==> src/design/cdd_pkg.sv <==
// Shared types, constants and the month_start function for the calendar date difference pipeline.
// No dependencies.
package cdd_pkg;

   localparam int unsigned YEAR_W      = 12;
   localparam int unsigned MONTH_W     = 4;
   localparam int unsigned DAY_W       = 5;
   localparam int unsigned YEXT_W      = 13;
   localparam int unsigned MSTART_W    = 9;
   localparam int unsigned DNUM_W      = 21;
   localparam int unsigned DIFF_W      = 21;
   localparam int unsigned RECIP_W     = 11;
   localparam int unsigned RECIP_SHIFT = 15;

   localparam logic [YEXT_W-1:0]  YEAR_OFFSET = 13'd400;
   localparam logic [RECIP_W-1:0] RECIP_25    = 11'd1311;   // 2^15 / 25, rounded up
   localparam logic [8:0]         DAYS_YEAR   = 9'd365;
   localparam logic [4:0]         DIV_25      = 5'd25;
   localparam logic [MONTH_W-1:0] MONTH_FEB   = 4'd2;

   localparam logic signed [DIFF_W+1:0] DIFF_MAX = 23'sd1048575;
   localparam logic signed [DIFF_W+1:0] DIFF_MIN = -23'sd1048576;

   typedef struct packed {
      logic s1;
      logic s2;
      logic s3;
   } stage_en_type;

   // days before the first of the month, common year; 0 as Jan, 13..15 as Dec
   function automatic logic [MSTART_W-1:0] month_start(input logic [MONTH_W-1:0] m);
      logic [MSTART_W-1:0] r;
      case (m)
         4'd0, 4'd1: r = 9'd0;
         4'd2:       r = 9'd31;
         4'd3:       r = 9'd59;
         4'd4:       r = 9'd90;
         4'd5:       r = 9'd120;
         4'd6:       r = 9'd151;
         4'd7:       r = 9'd181;
         4'd8:       r = 9'd212;
         4'd9:       r = 9'd243;
         4'd10:      r = 9'd273;
         4'd11:      r = 9'd304;
         default:    r = 9'd334;
      endcase
      return r;
   endfunction

endpackage

==> src/design/calendar_date_difference_days_top.sv <==
// Each accepted word passes through the day number stages s1, s2 and s3, then the result register.
// Throughput: one word per cycle while the output is not stalled; two day number units run side by side.
// Each stage stalls only when full and the one after it is blocked.
// Reset (synchronous) clears all valid bits; payload registers are not reset.
// Depends on cdd_pkg and cdd_day_number.
module calendar_date_difference_days_top
   import cdd_pkg::*;
(
   input  logic        clock,
   input  logic        reset,
   input  logic        req_tvalid,
   output logic        req_tready,
   // first_year, first_month, first_day, second_year, second_month, second_day, pad
   input  logic [47:0] req_tdata,
   // include_end
   input  logic        req_tuser,
   output logic        rsp_tvalid,
   input  logic        rsp_tready,
   // day_difference, pad
   output logic [23:0] rsp_tdata
);

   logic v1_ff, v2_ff, v3_ff, v4_ff;
   logic rdy1, rdy2, rdy3, rdy4;
   logic inc1_ff, inc2_ff, inc3_ff, inc4_ff;
   stage_en_type en;
   logic [DNUM_W-1:0] dn_a, dn_b;
   logic signed [DIFF_W+1:0] diff, adj;
   logic [DIFF_W-1:0] res_ff, res_in;

   assign rdy4 = !v4_ff || rsp_tready;
   assign rdy3 = !v3_ff || rdy4;
   assign rdy2 = !v2_ff || rdy3;
   assign rdy1 = !v1_ff || rdy2;
   assign req_tready = rdy1;
   assign en = '{s1: rdy1, s2: rdy2, s3: rdy3};

   cdd_day_number u_first (
      .clock   (clock),
      .en      (en),
      .year    (req_tdata[11:0]),
      .month   (req_tdata[15:12]),
      .day     (req_tdata[20:16]),
      .day_num (dn_a)
   );

   cdd_day_number u_second (
      .clock   (clock),
      .en      (en),
      .year    (req_tdata[32:21]),
      .month   (req_tdata[36:33]),
      .day     (req_tdata[41:37]),
      .day_num (dn_b)
   );

   always_ff @(posedge clock) begin
      if (reset) begin
         v1_ff <= 1'b0;
         v2_ff <= 1'b0;
         v3_ff <= 1'b0;
         v4_ff <= 1'b0;
      end else begin
         if (rdy1) v1_ff <= req_tvalid;
         if (rdy2) v2_ff <= v1_ff;
         if (rdy3) v3_ff <= v2_ff;
         if (rdy4) v4_ff <= v3_ff;
      end
   end

   always_ff @(posedge clock) begin
      if (rdy1) inc1_ff <= req_tuser;
      if (rdy2) inc2_ff <= inc1_ff;
      if (rdy3) inc3_ff <= inc2_ff;
   end

   assign diff = $signed({2'b00, dn_b}) - $signed({2'b00, dn_a});
   assign adj  = !inc3_ff ? diff : ((diff >= 0) ? diff + 23'sd1 : diff - 23'sd1);

   always_comb begin
      if (adj > DIFF_MAX) begin
         res_in = DIFF_MAX[DIFF_W-1:0];
      end else if (adj < DIFF_MIN) begin
         res_in = DIFF_MIN[DIFF_W-1:0];
      end else begin
         res_in = adj[DIFF_W-1:0];
      end
   end

   always_ff @(posedge clock) begin
      if (rdy4) begin
         res_ff  <= res_in;
         inc4_ff <= inc3_ff;
      end
   end

   assign rsp_tvalid = v4_ff;
   assign rsp_tdata  = {3'b000, res_ff};

   a_accept_fills_s1: assert property (@(posedge clock) disable iff (reset)
      (req_tvalid && req_tready) |=> v1_ff)
      else $error("accepted word did not enter stage 1");

   a_s3_holds: assert property (@(posedge clock) disable iff (reset)
      (v3_ff && !rdy3) |=> (v3_ff && $stable(dn_a) && $stable(dn_b)))
      else $error("stage 3 lost or changed its word under stall");

   a_inc_nonzero: assert property (@(posedge clock) disable iff (reset)
      (v4_ff && inc4_ff) |-> (res_ff != '0))
      else $error("include_end result is zero");

endmodule

==> src/design/cdd_day_number.sv <==
// Three-stage day number unit: converts one date to a linear day count.
// Depends on cdd_pkg.
module cdd_day_number
   import cdd_pkg::*;
(
   input  logic                clock,
   input  stage_en_type        en,
   input  logic [YEAR_W-1:0]   year,
   input  logic [MONTH_W-1:0]  month,
   input  logic [DAY_W-1:0]    day,
   output logic [DNUM_W-1:0]   day_num
);

   // stage 1
   logic [YEXT_W-1:0]   y1_ff, y1_in, prev1_ff, prev1_in;
   logic [MSTART_W-1:0] ms1_ff;
   logic                late1_ff;
   logic [DAY_W-1:0]    d1_ff;

   // stage 2
   logic [DNUM_W-1:0]   p365_ff, p365_in;
   logic [10:0]         q4_ff;
   logic [21:0]         r100_ff, r100_in;
   logic [19:0]         r400_ff, r400_in;
   logic [23:0]         r25_ff, r25_in;
   logic [YEXT_W-1:0]   y2_ff;
   logic [MSTART_W-1:0] ms2_ff;
   logic                late2_ff;
   logic [DAY_W-1:0]    d2_ff;

   // stage 3
   logic [6:0]          q100;
   logic [4:0]          q400;
   logic [8:0]          q25;
   logic [YEXT_W-1:0]   rem_full;
   logic                leap;
   logic [DNUM_W-1:0]   dn_ff, dn_in;

   assign y1_in   = {1'b0, year} + YEAR_OFFSET;
   assign prev1_in = y1_in - 13'd1;

   always_ff @(posedge clock) begin
      if (en.s1) begin
         y1_ff    <= y1_in;
         prev1_ff <= prev1_in;
         ms1_ff   <= month_start(month);
         late1_ff <= (month > MONTH_FEB);
         d1_ff    <= day;
      end
   end

   assign p365_in = DNUM_W'(prev1_ff * DAYS_YEAR);
   assign r100_in = prev1_ff[12:2] * RECIP_25;
   assign r400_in = prev1_ff[12:4] * RECIP_25;
   assign r25_in  = y1_ff * RECIP_25;

   always_ff @(posedge clock) begin
      if (en.s2) begin
         p365_ff  <= p365_in;
         q4_ff    <= prev1_ff[12:2];
         r100_ff  <= r100_in;
         r400_ff  <= r400_in;
         r25_ff   <= r25_in;
         y2_ff    <= y1_ff;
         ms2_ff   <= ms1_ff;
         late2_ff <= late1_ff;
         d2_ff    <= d1_ff;
      end
   end

   assign q100     = r100_ff[21:RECIP_SHIFT];
   assign q400     = r400_ff[19:RECIP_SHIFT];
   assign q25      = r25_ff[23:RECIP_SHIFT];
   assign rem_full = y2_ff - YEXT_W'(q25 * DIV_25);
   // century years are leap only when divisible by 16 as well (i.e. by 400)
   assign leap     = (y2_ff[1:0] == 2'd0) &&
                     ((rem_full[4:0] != 5'd0) || (y2_ff[3:0] == 4'd0));

   assign dn_in = p365_ff + DNUM_W'(q4_ff) - DNUM_W'(q100) + DNUM_W'(q400)
                + DNUM_W'(ms2_ff) + DNUM_W'(leap && late2_ff) + DNUM_W'(d2_ff);

   always_ff @(posedge clock) begin
      if (en.s3) begin
         dn_ff <= dn_in;
      end
   end

   assign day_num = dn_ff;

endmodule
==> config.mk <==
export PLATFORM = sky130hd
export DESIGN_NAME = calendar_date_difference_days_top
export DESIGN_NICKNAME = d
export VERILOG_FILES = /design/src/design/cdd_pkg.sv /design/src/design/calendar_date_difference_days_top.sv /design/src/design/cdd_day_number.sv
export SDC_FILE = /design/constraint.sdc
export NUM_CORES = 1
export LEC_CHECK = 0
export BUFFER_PORTS_ARGS = -buffer_cell sky130_fd_sc_hd__buf_2
export CAP_MARGIN = 30
export CORE_UTILIZATION = 24
export DETAILED_ROUTE_END_ITERATION = 6
export GPL_ROUTABILITY_DRIVEN = 1
export PLACE_DENSITY_LB_ADDON = 0.12
export SYNTH_ARGS = -nofsm -noshare
export SYNTH_HDL_FRONTEND = slang
export SYNTH_HIERARCHICAL = 1
export SYNTH_SLANG_ARGS = --single-unit
==> constraint.sdc <==
create_clock -name clock -period 7.93 [get_ports clock]
set_input_delay 1.1895 -clock clock [delete_from_list [all_inputs] [get_ports clock]]
set_output_delay 1.1895 -clock clock [all_outputs]
set_load 0.1 [all_outputs]
==> results of run 1 <==
==> per-stage QoR <==
step           utilization (%)  setup slack (ps)
2_1_floorplan                -              2573
3_3_place_gp             26.17              1911
3_5_place_dp             26.19              1920
4_1_cts                  27.14              1907
5_1_grt                  27.14              1553
6_report                 27.14              1959
==> metal layers <==
layer  global-route usage (%)  share of wire, %
met5                        0              0.14
met4                    2.004               1.2
met1                    16.90                52
met3                    1.747               3.2
met2                    17.96                44
==> flip-flops by register name, indices dropped and copies added (netlist names), 9 cells and up <==
register	cells
u_second/prev1_ff	13
u_second/ms2_ff	9
u_first/p365_ff	21
u_first/ms2_ff	9
u_first/ms1_ff	9
u_first/day_num	21
u_second/y1_ff	13
u_first/y1_ff	13
u_second/p365_ff	21
u_first/q4_ff	11
u_first/prev1_ff	13
res_ff	21
u_second/q4_ff	11
u_second/day_num	21
u_second/ms1_ff	9
==> cells by family (layout without fill, tap and decap cells) <==
family / count (synthesis) / after routing / synth area share (%)
mux: 27 / 27 / 0.8403
fa+ha+maj: 944 / 944 / 43.48
compound gates: 458 / 458 / 9.418
xor+xnor: 178 / 178 / 4.716
flops: 290 / 290 / 26.22
simple gates: 459 / 459 / 7.200
other cells: 1 / 5 / 0.01135
buf+inv: 692 / 824 / 8.112
==> layout by cell type, fill, tap and decap left out, types with 19 or more instances in the layout <==
cell         n
nor2b_1     19
nand4_1     21
ha_1       603
buf_2       69
xnor2_1    124
o21ai_0     80
mux2i_1     21
a21oi_1    140
a21o_1      36
nand3_1     33
xor2_1      54
o21a_1      20
o21ai_1     19
fa_1       341
edfxtp_1   286
nor3_1      38
nand2_1     89
nor2_1     129
clkbuf_16   42
inv_1      661
==> critical path, delay by kind of cell (launching register included) <==
family | cells | cell delay [ps]
adder cells (fa/ha/maj) | 7 | 2730
AO/OA/AOI/OAI | 8 | 1500
flip-flops | 1 | 500
AND/OR/NAND/NOR | 2 | 480
XOR/XNOR | 2 | 290
buffers and inverters | 3 | 200
==> cell type report <==
type	instances	area, um^2	share of cell area [%]
multi-input combinational	2069	21720	58.85
clock buffer	49	1077	2.919
sequential	290	8668	23.49
tap	1781	2228	6.038
antenna	2	5.005	0.01356
timing repair buffer	86	493.0	1.336
clock inverter	26	221.5	0.6000
inverter	663	2494	6.756
==> worst max path at each step <==
stage / from / to / depth (start not counted)
final: u_second/r25_ff[15]$_DFFE_PP_ / u_second/day_num[19]$_DFFE_PP_ / 22
after detailed placement: u_second/r25_ff[15]$_DFFE_PP_ / u_second/day_num[19]$_DFFE_PP_ / 22
after floorplan: u_first/r25_ff[16]$_DFFE_PP_ / u_first/day_num[17]$_DFFE_PP_ / 23
after global routing: u_second/r25_ff[15]$_DFFE_PP_ / u_second/day_num[19]$_DFFE_PP_ / 22
after CTS: u_second/r25_ff[15]$_DFFE_PP_ / u_second/day_num[19]$_DFFE_PP_ / 22
after global placement: u_second/r25_ff[15]$_DFFE_PP_ / u_second/day_num[19]$_DFFE_PP_ / 22
==> flow_summary_export.csv, run 1 <==
group,metric,value,unit
global_route,grt_pass1_vias,22250,
drt,ant_nets,0,
global_route,antenna_found_initial,11,
global_route,grt.total_usage,11.53,%
worst_hold_path,min_path_cells,0,
synthesis,yosys.area.top_type,"edfxtp_1",
setup_path,worst_setup_path_end_kind,"flop",
timing,slew_headroom,44.94,%
drt,drc,0,
die,initial_utilization,24.31,%
setup_path,cpMostUsedCell,"fa_1",
drt,routed_wl,77.93,mm
synthesis,avgSynthCellArea,10.84,um^2
timing,finalHoldViolations,0,
run_status,status,"finished, final reports clean",
clocking,postCtsHoldBufs,0,
clocking,cts-resized-gates,0,
setup_path,start_kind,"flop",
timing,min_period,5971,ps
setup_path,reg2reg_to,"u_second/day_num[19]$_DFFE_PP_",
setup_path,slowest_delay,510,ps
die,ios,79,
drt,wl_per_cell,15.69,um
setup_path,criticalPathCategory,"flop to flop",
timing,timing.final.crit_share,75.29,%
placement,dp.cells,4889,
timing,setup_tns,0,ps
final_layout,n_fill_cell,14310,
synthesis,ys_top_cells_by_count,"inv_1, ha_1, fa_1",
global_route,grt_start_max_net_pins,66,
setup_path,cp_slowest_cell,"fa_1",
setup_path,crit_path_max_fanout,7,
synthesis,seq_area_frac_synth,26.22,%
setup_path,arrival,6310,ps
clocking,clk_latency,600,ps
placement,dpl_cell_area,35610,um^2
final_layout,nNetsFinal,4148,
die,rows,135,
setup_path,reg2reg_depth,22,
die,core,136000,um^2
setup_path,critPathRequiredTime,8270,ps
job,maxCapViolCount,0,
setup_path,path_cells,"ha_1 -> or2_2 -> fa_1 -> a21o_1 -> a21oi_1 -> xnor2_1 -> a31oi_1 -> fa_1 -> inv_1 -> fa_1 -> fa_1 -> inv_1 -> ha_1 -> inv_1 -> fa_1 -> nor2b_1 -> o31a_1 -> o21ai_0 -> a21bo_2 -> o21bai_1 -> a41oi_1 -> xnor2_1",
synthesis,synth_edf_count,286,
synthesis,synth_top_cells_by_area,"edfxtp_1, ha_1, fa_1, inv_1, xnor2_1",
placement,dp_hpwl,63.51,mm
synthesis,synthFlopType,"edfxtp_1",
setup_path,reg2reg_from,"u_second/r25_ff[15]$_DFFE_PP_",
die,die_y,373.1,um
timing,report.final.slew_viol_count,0,
clocking,cts_setup_buffers,0,
synthesis,synth_cell_type_count,111,
clocking,clock-sinks,290,
clocking,cts_inserted_buffers,41,
synthesis,yosysWarnings,6,
timing,worstMarginPinSlew,825.9,ps
worst_hold_path,whs_endpoint,"u_first/ms2_ff[0]$_DFFE_PP_",
final_layout,fin_cells,4966,
global_route,grt_pass1_wl,126.7,mm
synthesis,ys_ff_latch,290,
worst_hold_path,hold_class,"flop to flop",
timing,clock.fmax,167.5,MHz
placement,globalplace.congestion,0.7500,
final_layout,design_area,36910,um^2
timing,setup_violations,0,
synthesis,syn_area,33050,um^2
clocking,cts_tree,"built",
die,die_area,139200,um^2
timing,fin_hold_ws,417.5,ps
clocking,clk_pin_slew_worst_paths,50,ps
synthesis,async_flop_share,0,%
synthesis,synth_top_area_share,25.98,%
timing,rsz0062_at_grt,"false",
drt,avgViaCountPerCell,4.192,
timing,skew,20.55,ps
worst_hold_path,hp-start,"u_first/ms1_ff[0]$_DFFE_PP_",
clocking,cts_root_buf,"clkbuf_16",
drt,firstDrtPassIters,5,
global_route,grt.overflow.total,0,
final_layout,syn2layout_area_growth,11.66,%
synthesis,synth.most_common_cell,"inv_1",
placement,numPortBuffers,69,
die,die_x,373.1,um
setup_path,reg2reg_slack,1960,ps
clocking,cts_buffer_depth,3,
drt,drt-initial-drc-count,864,
drt,num_vias,20820,
clocking,cts_max_level,2,
synthesis,syn_inst,3049,
final_layout,drive_gt1_share,7.163,%
Power of run 1 is left out: the tool's default activity adds up to more than one toggle a clock period on the data nets, which glitch-free logic cannot reach.
==> inputs of run 2 (changes only) <==
==> constraint.sdc (replaced) <==
create_clock -name clock -period 5.4 [get_ports clock]
set_input_delay 0.81 -clock clock [delete_from_list [all_inputs] [get_ports clock]]
set_output_delay 0.81 -clock clock [all_outputs]
set_load 0.1 [all_outputs]
==> run 2 against run 1 <==
Non-clock buffer count grew 127; utilization is 1.1 points higher; wire length increased by 3.1%; clock skew about the same; critical endpoint unchanged; highest routed layer unchanged.
==> flow_summary_export.csv, run 2 (synthesized netlist as in run 1, its figures left out) <==
group,metric,value,unit
die,die_y,373.1,um
clocking,cts_tree,"built",
drt,avgViaCountPerCell,4.183,
final_layout,syn2layout_area_growth,16.14,%
timing,skew,20.71,ps
run_status,status,"finished, final reports clean",
global_route,grt.total_usage,11.85,%
timing,report.final.slew_viol_count,0,
die,die_x,373.1,um
setup_path,arrival,5720,ps
drt,num_vias,21290,
drt,ant_nets,0,
clocking,cts_inserted_buffers,40,
timing,min_period,5392,ps
final_layout,final_common_cell,"inv_1",
setup_path,start_kind,"flop",
final_layout,final_cell_mix,"inv_1, ha_1, fa_1",
clocking,cts_root_buf,"clkbuf_16",
drt,firstDrtPassIters,4,
drt,routed_wl,80.31,mm
timing,setup_violations,0,
setup_path,cp_slowest_cell,"fa_1",
clocking,clk_latency,600,ps
clocking,cts_max_level,2,
timing,rsz0062_at_grt,"true",
drt,drc,0,
placement,globalplace.congestion,0.7871,
die,ios,79,
drt,drt-initial-drc-count,849,
global_route,antenna_found_initial,13,
setup_path,worst_setup_path_end_kind,"flop",
placement,dp_hpwl,67.25,mm
setup_path,critPathRequiredTime,5730,ps
drt,wl_per_cell,15.78,um
timing,clock.fmax,185.5,MHz
clocking,postCtsHoldBufs,0,
final_layout,nNetsFinal,4274,
global_route,grt.overflow.total,0,
setup_path,slowest_delay,560,ps
clocking,clock-sinks,290,
setup_path,crit_path_max_fanout,3,
die,initial_utilization,24.31,%
timing,worstMarginPinSlew,817.5,ps
clocking,clk_pin_slew_worst_paths,60,ps
timing,timing.final.crit_share,99.86,%
job,maxCapViolCount,0,
final_layout,finalCoreUtilization,28.23,%
timing,finalHoldViolations,0,
setup_path,criticalPathCategory,"flop to flop",
global_route,grt_pass1_vias,23180,
die,rows,135,
global_route,grt_pass1_wl,130.5,mm
clocking,cts_buffer_depth,3,
timing,slew_headroom,45.44,%
setup_path,path_cells,"inv_2 -> ha_4 -> ha_4 -> inv_2 -> fa_2 -> a21o_1 -> a21oi_2 -> xnor2_2 -> a31oi_2 -> fa_1 -> inv_2 -> fa_2 -> fa_1 -> inv_2 -> ha_4 -> inv_2 -> fa_2 -> nor2b_1 -> o31a_1 -> o21ai_2 -> a21bo_2 -> o21bai_1 -> a41oi_1 -> xnor2_1",
final_layout,drive_gt1_share,12.91,%
setup_path,cpMostUsedCell,"inv_2",
die,die_area,139200,um^2
die,core,136000,um^2
placement,numPortBuffers,69,
worst_hold_path,hold_class,"flop to flop",
global_route,grt_start_max_net_pins,127,
==> run 2: final timing paths <==
path	from	endpoint	slack (ps)	cells past startpoint
worst max-delay path	u_second/y2_ff[1]$_DFFE_PP_	u_second/day_num[19]$_DFFE_PP_	8	24
worst min register to register	u_second/ms1_ff[1]$_DFFE_PP_	u_second/ms2_ff[1]$_DFFE_PP_	410	0
worst min-delay path	u_second/ms1_ff[1]$_DFFE_PP_	u_second/ms2_ff[1]$_DFFE_PP_	410	0
worst max register to register	u_second/y2_ff[1]$_DFFE_PP_	u_second/day_num[19]$_DFFE_PP_	8	24
==> run 2: timing repair <==
| item | 4_1_cts | 5_1_grt |
|---|---|---|
| gates resized for setup | 29 | 69 |
| endpoints found under the setup margin | 19 | 42 |
| buffers inserted | 2 | 8 |
| pin swaps | 24 | 56 |
| cloned | 0 | 0 |
==> run 2: area by class of cell <==
| class | instances | area (um^2) |
|---|---|---|
| antenna | 1 | 2.502 |
| clock buffer | 49 | 1056 |
| clock inverter | 23 | 376.6 |
| fill | 14250 | 97590 |
| inverter | 663 | 2500 |
| multi-input combinational | 2069 | 22080 |
| sequential | 290 | 8668 |
| tap | 1781 | 2228 |
| timing repair buffer | 213 | 1473 |
==> run 2: worst max-delay path, delay by kind of cell (launching register included) <==
kind | cells | cell delay (ps)
adders and majority gates | 8 | 2670
AOI/OAI and AO/OA | 8 | 1320
DFF | 1 | 400
buffers and inverters | 5 | 300
xor gates and xnor gates | 2 | 280
and+or+nand+nor | 1 | 140
==> run 2: stage by stage <==
stage	setup slack (ps)	cell area [um^2]	setup TNS [ps]	hold WS, ps	std cells
after CTS	-68.94	38030	-68.94	378.2	5081
after global placement	-339.5	36480	-3570	402.9	5007
after floorplan	43.35	33060	0	400.3	3051
after detailed placement	-344.2	36480	-3032	404.5	5007
final	7.798	38390	0	408.7	5089
after global routing	-210.3	38390	-1718	406.1	5088
==> run 2: metal layers <==
layer,vias up,routed length (um),part of all wire (%),global-route usage [%]
met5,-,31,0.039,0
met4,4,1313,1.6,2.300
met3,70,2217,2.8,1.438
met2,210,34920,43,18.64
met1,10240,41820,52,17.35
li1,10760,-,-,-
Power of run 2 is left out for the same reason.
